$ cat src/design/event_counter_threshold_alarm_assert.svh
// Assertion macros shared by the event counter modules.
`ifndef EVENT_COUNTER_THRESHOLD_ALARM_ASSERT_SVH
`define EVENT_COUNTER_THRESHOLD_ALARM_ASSERT_SVH

// Check a consequent in the same cycle as its antecedent.
`define ECA_ASSERT_NOW(lbl, ante, cons, msg) \
  lbl: assert property (@(posedge clk) disable iff (!rst_n) (ante) |-> (cons)) \
    else $error(msg);

// Check a consequent in the cycle after its antecedent.
`define ECA_ASSERT_NEXT(lbl, ante, cons, msg) \
  lbl: assert property (@(posedge clk) disable iff (!rst_n) (ante) |=> (cons)) \
    else $error(msg);

`endif

$ cat src/design/eca_pkg.sv
// Types and constants shared by the event counter modules.
package eca_pkg;

  localparam int unsigned CNT_W   = 10;
  localparam int unsigned TICK_W  = 8;
  localparam int unsigned DIGIT_W = 4;
  localparam int unsigned SEL_W   = 2;
  localparam int unsigned KIND_W  = 2;
  localparam int unsigned CIDX_W  = 2;

  // Item kinds
  localparam logic [KIND_W-1:0] KIND_BUTTON = 2'd0;
  localparam logic [KIND_W-1:0] KIND_ALARM  = 2'd1;
  localparam logic [KIND_W-1:0] KIND_SCAN   = 2'd2;

  // Display selects
  localparam logic [SEL_W-1:0] SEL_UNITS    = 2'd0;
  localparam logic [SEL_W-1:0] SEL_TENS     = 2'd1;
  localparam logic [SEL_W-1:0] SEL_HUNDREDS = 2'd2;
  localparam logic [SEL_W-1:0] SEL_UNUSED   = 2'd3;

  // Configuration register indexes
  localparam logic [CIDX_W-1:0] CFG_FLOOR   = 2'd0;
  localparam logic [CIDX_W-1:0] CFG_CEILING = 2'd1;
  localparam logic [CIDX_W-1:0] CFG_LIMIT   = 2'd2;
  localparam logic [CIDX_W-1:0] CFG_TICKS   = 2'd3;

  // Reset values
  localparam logic [CNT_W-1:0]  RST_FLOOR   = 10'd50;
  localparam logic [CNT_W-1:0]  RST_CEILING = 10'd400;
  localparam logic [CNT_W-1:0]  RST_LIMIT   = 10'd999;
  localparam logic [TICK_W-1:0] RST_TICKS   = 8'd5;
  localparam logic [CNT_W-1:0]  RST_COUNT   = 10'd50;

  localparam logic [DIGIT_W-1:0] DIGIT_MAX = 4'd9;

  typedef struct packed {
    logic [KIND_W-1:0] kind;
    logic              btn_one;
    logic              btn_two;
    logic              btn_three;
  } eca_item_t;

  typedef struct packed {
    logic [CNT_W-1:0]  floor_v;
    logic [CNT_W-1:0]  ceiling_v;
    logic [CNT_W-1:0]  limit_v;
    logic [TICK_W-1:0] ticks_v;
  } eca_cfg_t;

  typedef struct packed {
    logic [CNT_W-1:0]   count_value;
    logic               counting_mode;
    logic               enable_led;
    logic               alarm_on;
    logic [DIGIT_W-1:0] digit_value;
    logic [SEL_W-1:0]   digit_select;
    logic [CNT_W-1:0]   threshold_value;
  } eca_result_t;

endpackage

$ cat src/design/event_counter_threshold_alarm.sv
// Top level of the event counter with threshold alarm and display scan.
//
// Each item (button sample, alarm timer tick or display scan tick) passes an
// input register, one pass of compare and increment logic in the state update,
// and a result register; exactly one result leaves for every item. The block
// takes one item per clock cycle unless the result side stalls; an item moves on
// from the input register when the result register is free or being emptied;
// the pair of registers lets a new item in while a result still waits.
// Digits for the scan are split from the count by constant reciprocal
// multiplication in the same pass. Configuration writes take effect at once and
// belong in quiet periods with no item inside the block. No clearing pass.
`include "event_counter_threshold_alarm_assert.svh"

module event_counter_threshold_alarm import eca_pkg::*; (
  input  logic               clk,
  input  logic               rst_n,
  input  logic               cfg_we,
  input  logic [CIDX_W-1:0]  cfg_index,
  input  logic [CNT_W-1:0]   cfg_wdata,
  input  logic               in_valid,
  output logic               in_ready,
  input  logic [KIND_W-1:0]  in_kind,
  input  logic               in_btn_one_level,
  input  logic               in_btn_two_level,
  input  logic               in_btn_three_level,
  output logic               out_valid,
  input  logic               out_ready,
  output logic [CNT_W-1:0]   out_count_value,
  output logic               out_counting_mode,
  output logic               out_enable_led,
  output logic               out_alarm_on,
  output logic [DIGIT_W-1:0] out_digit_value,
  output logic [SEL_W-1:0]   out_digit_select,
  output logic [CNT_W-1:0]   out_threshold_value
);

  eca_cfg_t    cfg_r;
  eca_item_t   in_item;
  eca_item_t   s_item;
  logic        s_valid;
  logic        take;
  logic        fire;
  eca_result_t res;
  eca_result_t res_r;
  logic        out_valid_r;

  // Configuration registers
  always_ff @(posedge clk) begin
    if (!rst_n) begin
      cfg_r.floor_v   <= RST_FLOOR;
      cfg_r.ceiling_v <= RST_CEILING;
      cfg_r.limit_v   <= RST_LIMIT;
      cfg_r.ticks_v   <= RST_TICKS;
    end else if (cfg_we) begin
      unique case (cfg_index)
        CFG_FLOOR:   cfg_r.floor_v   <= cfg_wdata;
        CFG_CEILING: cfg_r.ceiling_v <= cfg_wdata;
        CFG_LIMIT:   cfg_r.limit_v   <= cfg_wdata;
        CFG_TICKS:   cfg_r.ticks_v   <= cfg_wdata[TICK_W-1:0];
        default: begin
        end
      endcase
    end
  end

  assign in_item = '{kind: in_kind, btn_one: in_btn_one_level,
                     btn_two: in_btn_two_level, btn_three: in_btn_three_level};

  eca_in_stage u_in_stage (
    .clk      (clk),
    .rst_n    (rst_n),
    .in_valid (in_valid),
    .in_item  (in_item),
    .in_ready (in_ready),
    .take     (take),
    .s_valid  (s_valid),
    .s_item   (s_item)
  );

  // Move an item on when the result register is free or being emptied
  assign take = !out_valid_r || out_ready;
  assign fire = s_valid && take;

  eca_core u_core (
    .clk   (clk),
    .rst_n (rst_n),
    .fire  (fire),
    .item  (s_item),
    .cfg   (cfg_r),
    .res   (res)
  );

  // Result register
  always_ff @(posedge clk) begin
    if (!rst_n) begin
      out_valid_r <= 1'b0;
    end else if (take) begin
      out_valid_r <= s_valid;
    end
  end

  always_ff @(posedge clk) begin
    if (fire) begin
      res_r <= res;
    end
  end

  assign out_valid           = out_valid_r;
  assign out_count_value     = res_r.count_value;
  assign out_counting_mode   = res_r.counting_mode;
  assign out_enable_led      = res_r.enable_led;
  assign out_alarm_on        = res_r.alarm_on;
  assign out_digit_value     = res_r.digit_value;
  assign out_digit_select    = res_r.digit_select;
  assign out_threshold_value = res_r.threshold_value;

  `ECA_ASSERT_NEXT(a_stalled_item_held, s_valid && !take, s_valid, "held item dropped")
  `ECA_ASSERT_NOW(a_digit_decimal, out_valid_r, out_digit_value <= DIGIT_MAX, "digit above nine")
  `ECA_ASSERT_NOW(a_alarm_mode, out_valid_r && out_alarm_on, out_counting_mode, "alarm in set-up")

endmodule

$ cat src/design/eca_in_stage.sv
// Input register stage of the event counter.
module eca_in_stage import eca_pkg::*; (
  input  logic      clk,
  input  logic      rst_n,
  input  logic      in_valid,
  input  eca_item_t in_item,
  output logic      in_ready,
  input  logic      take,
  output logic      s_valid,
  output eca_item_t s_item
);

  logic      valid_r;
  eca_item_t item_r;

  // Refill whenever the held item moves on or the stage is empty
  assign in_ready = !valid_r || take;
  assign s_valid  = valid_r;
  assign s_item   = item_r;

  always_ff @(posedge clk) begin
    if (!rst_n) begin
      valid_r <= 1'b0;
    end else if (in_ready) begin
      valid_r <= in_valid;
    end
  end

  // Capture the payload of an accepted item
  always_ff @(posedge clk) begin
    if (in_ready && in_valid) begin
      item_r <= in_item;
    end
  end

endmodule

$ cat src/design/eca_core.sv
// Counter, alarm and display scan state with its single-pass update.
`include "event_counter_threshold_alarm_assert.svh"

module eca_core import eca_pkg::*; (
  input  logic        clk,
  input  logic        rst_n,
  input  logic        fire,
  input  eca_item_t   item,
  input  eca_cfg_t    cfg,
  output eca_result_t res
);

  // State; a single alarm flag serves as both the alarm flag and its running flag
  logic               mode_r,  mode_nxt;
  logic [CNT_W-1:0]   cnt_r,   cnt_nxt;
  logic [CNT_W-1:0]   thr_r,   thr_nxt;
  logic               en_r,    en_nxt;
  logic [2:0]         last_r,  last_nxt;
  logic               alarm_r, alarm_nxt;
  logic [TICK_W-1:0]  tick_r,  tick_nxt;
  logic [SEL_W-1:0]   sel_r,   sel_nxt;
  logic [DIGIT_W-1:0] dig_r,   dig_nxt;

  logic               fell_one, fell_two, fell_three;
  logic [CNT_W:0]     setup_inc;
  logic [CNT_W-1:0]   cnt_cleared;
  logic [CNT_W:0]     event_inc;
  logic [TICK_W-1:0]  tick_sum;

  logic [15:0]        prod_h;
  logic [3:0]         hund_raw;
  logic [DIGIT_W-1:0] dig_hund;
  logic [CNT_W-1:0]   rem_full;
  logic [6:0]         rem;
  logic [14:0]        prod_t;
  logic [DIGIT_W-1:0] dig_tens;
  logic [DIGIT_W-1:0] dig_units;

  // Falling edges against the last sampled levels
  assign fell_one   = last_r[0] && !item.btn_one;
  assign fell_two   = last_r[1] && !item.btn_two;
  assign fell_three = last_r[2] && !item.btn_three;

  assign setup_inc   = {1'b0, cnt_r} + 11'd1;
  assign cnt_cleared = fell_one ? '0 : cnt_r;
  assign event_inc   = {1'b0, cnt_cleared} + 11'd1;
  assign tick_sum    = tick_r + 8'd1;

  // Split the count into decimal digits by reciprocal multiplication
  assign prod_h    = 16'(cnt_r) * 16'd41;
  assign hund_raw  = prod_h[15:12];
  assign dig_hund  = (hund_raw == 4'd10) ? 4'd0 : hund_raw;
  assign rem_full  = cnt_r - 10'(10'(hund_raw) * 10'd100);
  assign rem       = rem_full[6:0];
  assign prod_t    = 15'(rem) * 15'd205;
  assign dig_tens  = prod_t[14:11];
  assign dig_units = 4'(rem - 7'(7'(dig_tens) * 7'd10));

  // Work out the state after one item
  always_comb begin
    mode_nxt  = mode_r;
    cnt_nxt   = cnt_r;
    thr_nxt   = thr_r;
    en_nxt    = en_r;
    last_nxt  = last_r;
    alarm_nxt = alarm_r;
    tick_nxt  = tick_r;
    sel_nxt   = sel_r;
    dig_nxt   = dig_r;
    unique case (item.kind)
      KIND_BUTTON: begin
        if (!mode_r) begin
          // Set-up: step the value, then maybe store it and start counting
          if (fell_one) begin
            cnt_nxt = (setup_inc > {1'b0, cfg.ceiling_v}) ? cfg.floor_v : setup_inc[CNT_W-1:0];
          end
          last_nxt[1:0] = {item.btn_two, item.btn_one};
          if (fell_two) begin
            thr_nxt  = cnt_nxt;
            cnt_nxt  = '0;
            mode_nxt = 1'b1;
          end
        end else begin
          // Counting: clear, toggle enable, count, then check the alarm
          en_nxt = en_r ^ fell_two;
          if (en_nxt && fell_three) begin
            cnt_nxt = (event_inc > {1'b0, cfg.limit_v}) ? '0 : event_inc[CNT_W-1:0];
          end else begin
            cnt_nxt = cnt_cleared;
          end
          last_nxt = {item.btn_three, item.btn_two, item.btn_one};
          if (cnt_nxt >= thr_r && !alarm_r) begin
            alarm_nxt = 1'b1;
          end
        end
      end
      KIND_ALARM: begin
        if (alarm_r) begin
          if (tick_sum >= cfg.ticks_v) begin
            alarm_nxt = 1'b0;
            tick_nxt  = '0;
          end else begin
            tick_nxt  = tick_sum;
          end
        end
      end
      KIND_SCAN: begin
        unique case (sel_r)
          SEL_TENS: begin
            dig_nxt = dig_hund;
            sel_nxt = SEL_HUNDREDS;
          end
          SEL_HUNDREDS: begin
            dig_nxt = dig_units;
            sel_nxt = SEL_UNITS;
          end
          default: begin
            dig_nxt = dig_tens;
            sel_nxt = SEL_TENS;
          end
        endcase
      end
      default: begin
      end
    endcase
  end

  // Advance the state on each item
  always_ff @(posedge clk) begin
    if (!rst_n) begin
      mode_r  <= 1'b0;
      cnt_r   <= RST_COUNT;
      thr_r   <= '0;
      en_r    <= 1'b1;
      last_r  <= 3'b111;
      alarm_r <= 1'b0;
      tick_r  <= '0;
      sel_r   <= SEL_UNITS;
      dig_r   <= '0;
    end else if (fire) begin
      mode_r  <= mode_nxt;
      cnt_r   <= cnt_nxt;
      thr_r   <= thr_nxt;
      en_r    <= en_nxt;
      last_r  <= last_nxt;
      alarm_r <= alarm_nxt;
      tick_r  <= tick_nxt;
      sel_r   <= sel_nxt;
      dig_r   <= dig_nxt;
    end
  end

  // The result shows the state after the item
  always_comb begin
    res.count_value     = cnt_nxt;
    res.counting_mode   = mode_nxt;
    res.enable_led      = en_nxt;
    res.alarm_on        = alarm_nxt;
    res.digit_value     = dig_nxt;
    res.digit_select    = sel_nxt;
    res.threshold_value = thr_nxt;
  end

  `ECA_ASSERT_NEXT(a_mode_sticks, mode_r, mode_r, "counting mode was left")
  `ECA_ASSERT_NOW(a_alarm_in_counting, alarm_r, mode_r, "alarm on outside counting mode")
  `ECA_ASSERT_NOW(a_sel_valid, 1'b1, sel_r != SEL_UNUSED, "scan pointer on unused code")

endmodule

$ cat config.mk
export PLATFORM = sky130hd
export DESIGN_NAME = event_counter_threshold_alarm
export DESIGN_NICKNAME = d
export VERILOG_FILES = /design/src/design/eca_pkg.sv /design/src/design/event_counter_threshold_alarm.sv /design/src/design/eca_in_stage.sv /design/src/design/eca_core.sv
export VERILOG_INCLUDE_DIRS = /design/src /design/src/design
export SDC_FILE = /design/constraint.sdc
export NUM_CORES = 1
export LEC_CHECK = 0
export ABC_AREA = 0
export BUFFER_PORTS_ARGS = -buffer_cell sky130_fd_sc_hd__buf_2
export CAP_MARGIN = 20
export CORE_MARGIN = 3
export CORE_UTILIZATION = 40
export CTS_CLUSTER_SIZE = 10
export DETAILED_ROUTE_END_ITERATION = 6
export GPL_TIMING_DRIVEN = 0
export PLACE_DENSITY_LB_ADDON = 0.3
export SLEW_MARGIN = 20
export SYNTH_ARGS = -nofsm -noshare
export SYNTH_HDL_FRONTEND = slang
export SYNTH_SLANG_ARGS = --single-unit
$ cat constraint.sdc
create_clock -name clk -period 9.3 [get_ports clk]
set_input_delay 1.395 -clock clk [delete_from_list [all_inputs] [get_ports clk]]
set_output_delay 1.395 -clock clk [all_outputs]
set_load 0.01 [all_outputs]
==> qor.csv <==
metric,value,unit
run status,"finished, violations left",
failing checks,DRC,
PortBufs,50,
CP Launch Type,register,
Antenna Cells,0,
mux share of post-synthesis cell area,0.01475,
Initial Util,0.4131,
WS Path Type,reg -> reg,
Syn Inst Count,926,
area grow syn2layout,16.87,%
critical path arrival,9.10,ns
endpoints failing setup,0,
post-route cell area,9519,um2
drt drc,1,
share of the synthesized area in the top cell type,0.1966,
CP Capture Type,register,
largest cells by area after synthesis,"dfxtp_1 20%, ha_1 18%, edfxtp_1 13%",
Iter 0 DRT Violations,316,
CTS sink cnt,114,
hold_sp,cfg_r[20],
antenna violations before repair,0,
Post-Synth XOR/XNOR Area,0.03963,
"most common cell after layout, fill and taps aside",nand2_1,
Hold Crit Class,reg -> reg,
largest stage delay on the critical path,0.51,ns
post-synthesis adder-cell area fraction,0.2123,
post-synthesis compound-gate area fraction,0.1794,
final wirelength,20.67,mm
"Async S/R FF share, synth",0,
YS warnings,0,
CP max-delay cell,fa_1,
largest net degree at the start of global routing,31,
DP Area,8753,um2
Vias/cell,5.337,
"Req. time, crit path",9.45,ns
total track usage,0.1916,
CTS tree,yes,
Clk Tree Root Cell,clkbuf_16,
H-tree depth,4,
post-synthesis simple-gate area fraction,0.1722,
Worst-Skew Late Latency,0.42,ns
routed vias,6821,
CP max FO,9,
hold endpoint,cfg_r[20],
vias in the first global route,6703,
post-synthesis sequential area ratio,0.3220,
"commonest non-fill, non-tap cells in the layout","137 x nand2_1, 114 x ha_1, 81 x inv_1",
Peak supply drop,0.1821,mV
r2r setup slk,0.35,ns
number of top-level pins,53,
die width,148.7,um
Hold Slack,0.4530,ns
Final nets,1151,
GPL Wtd Cong,0.9081,
post-route ant nets,0,
Setup Skew,0.01160,ns
Std-Cell Core Area,19720,um2
Unique masters post-synth,77,
post-cts hold buffer count,0,
FMAX,111.7,MHz
cts bufs inserted,17,
Top delay family on crit path,adder cells,
DP Wirelength,16.09,mm
actual slew at the worst max-slew pin,0.6787,ns
main combinational cell family by area after synthesis,adder cells,
number of synthesized register bits,114,
Syn Std Cell Area,8145,um2
min cycle time layout,8.950,ns
drt wl/cell,16.18,um
CTS Buffer Depth,2,
ys flop type,dfxtp_1,
Worst-path clk slew,0.05,ns
first-pass GRT wire length,33.71,mm
R2R depth,35,
proportion of layout cells with a drive suffix above 1,0.1293,
GRT Residual Overflow,0,
Pwr Density,229.3,nW/um2
max-cap viol count,0,
"Hold Vio Cnt, Final",0,
number of enable flip-flop cells after synthesis,34,
Row Count,51,
FF-to-FF End,out_digit_value[3],
die height,148.7,um
Worst Hold Depth,2,
Max-slew headroom,0.5455,
synthesized area per cell,8.796,um2
setup TNS,0,ns
reg2reg start,u_core.cnt_r[1],
Bufs and invs on worst path,6,
Synth area leader,dfxtp_1,
setup slack at placement,-0.4421,ns
die area,22110,um2
Max Transition Viols Final,0,
iteration count of the initial detailed-routing pass,7,
fin crit share,0.9623,
"Net Count, Synth",1077,
CP most frequent cell,ha_1,
leakage,4.190,nW
final worst setup slack,0.3503,ns
-- what timing repair did --
| item | 4_1_cts | 5_1_grt |
|---|---|---|
| gates resized for setup | 5 | 21 |
| pin swaps | 0 | 10 |
| setup endpoints to repair | 4 | 4 |
| hold endpoints to repair | 0 | 0 |
| setup buffers | 0 | 4 |
-- sequential cells by signal (all words and copies together) (netlist names) --
register and cells:
u_core.mode_r 1, out_enable_led 1, u_core.alarm_r 1, out_alarm_on 1
u_core.last_r 3, out_counting_mode 1, u_core.dig_r 4, u_core.thr_r 10
u_core.cnt_r 10, u_core.tick_r 8, out_digit_value 4, cfg_r 38
out_threshold_value 10, u_in_stage.s_valid 1, out_digit_select 2, out_count_value 10
u_core.sel_r 2, out_valid 1, u_core.en_r 1, u_in_stage.s_item 5
-- through the flow --
stage | total power [mW] | cells | util
5_1_grt | 2.342 | 1278 | 0.4828
2_1_floorplan | 1.218 | 926 | -
4_1_cts | 2.113 | 1274 | 0.4771
6_report | 2.183 | 1278 | 0.4828
3_3_place_gp | 1.401 | 1241 | 0.4426
3_5_place_dp | 1.424 | 1242 | 0.4439
-- Yosys cell counts, drive strengths merged, types with 8 or more instances --
cell,instances
a211oi,8
a21o,16
a21oi,59
a22oi,8
and3,10
buf,8
clkbuf,35
dfxtp,80
edfxtp,34
fa,14
ha,115
inv,82
mux2i,12
nand2,137
nand2b,13
nand3,26
nand4,9
nor2,48
nor3,11
o211ai,12
o21ai,50
xnor2,20
xor2,16
-- routing by layer --
metal / GRT usage / share of wire
met1: 0.2527 / 0.47
met2: 0.3201 / 0.46
met3: 0.03352 / 0.046
met4: 0.06143 / 0.022
met5: 0 / 0
-- worst register-to-register path: cells and delay by family, from the launching register on --
kind	cells	cell delay, ns
buffers and inverters	6	0.44
AO/OA/AOI/OAI	9	1.82
flip-flops	1	0.39
AND/OR/NAND/NOR	4	1.28
adder cells (fa/ha/maj)	13	4.17
XOR/XNOR	3	0.59
-- final cells by class --
| class | instances | area (um2) |
|---|---|---|
| sequential | 114 | 2635 |
| clock buffer | 27 | 578.1 |
| multi-input combinational | 686 | 5129 |
| clock inverter | 5 | 57.56 |
| timing repair buffer | 55 | 300.3 |
| inverter | 83 | 311.5 |
| tap | 265 | 331.6 |
| fill | 1877 | 10200 |
| buffer | 43 | 176.4 |
-- worst max-delay path by stage --
stage | start | endpoint | cells past startpoint
2_1_floorplan | u_core.cnt_r[1] | out_digit_value[3] | 36
3_3_place_gp | u_core.cnt_r[1] | out_digit_value[3] | 36
3_5_place_dp | u_core.cnt_r[1] | out_digit_value[3] | 36
4_1_cts | u_core.cnt_r[2] | out_digit_value[3] | 36
5_1_grt | u_core.cnt_r[2] | out_digit_value[3] | 35
6_report | u_core.cnt_r[1] | out_digit_value[3] | 35
-- power by group --
group          total (mW)  switching, mW  internal (mW)
Combinational       0.958          0.535          0.423
Sequential          0.549         0.0118          0.537
Clock               0.676          0.223          0.453
-- logic make-up (layout without fill, tap and decap cells) --
kind of cell	after synthesis	in the layout
AND/OR/NAND/NOR	298	298
multiplexers	12	12
XOR/XNOR	36	36
AO/OA/AOI/OAI	210	210
adder cells (fa/ha/maj)	130	130
flip-flops	114	114
buffers and inverters	126	213
No activity file was read; power rests on OpenSTA's default activity.
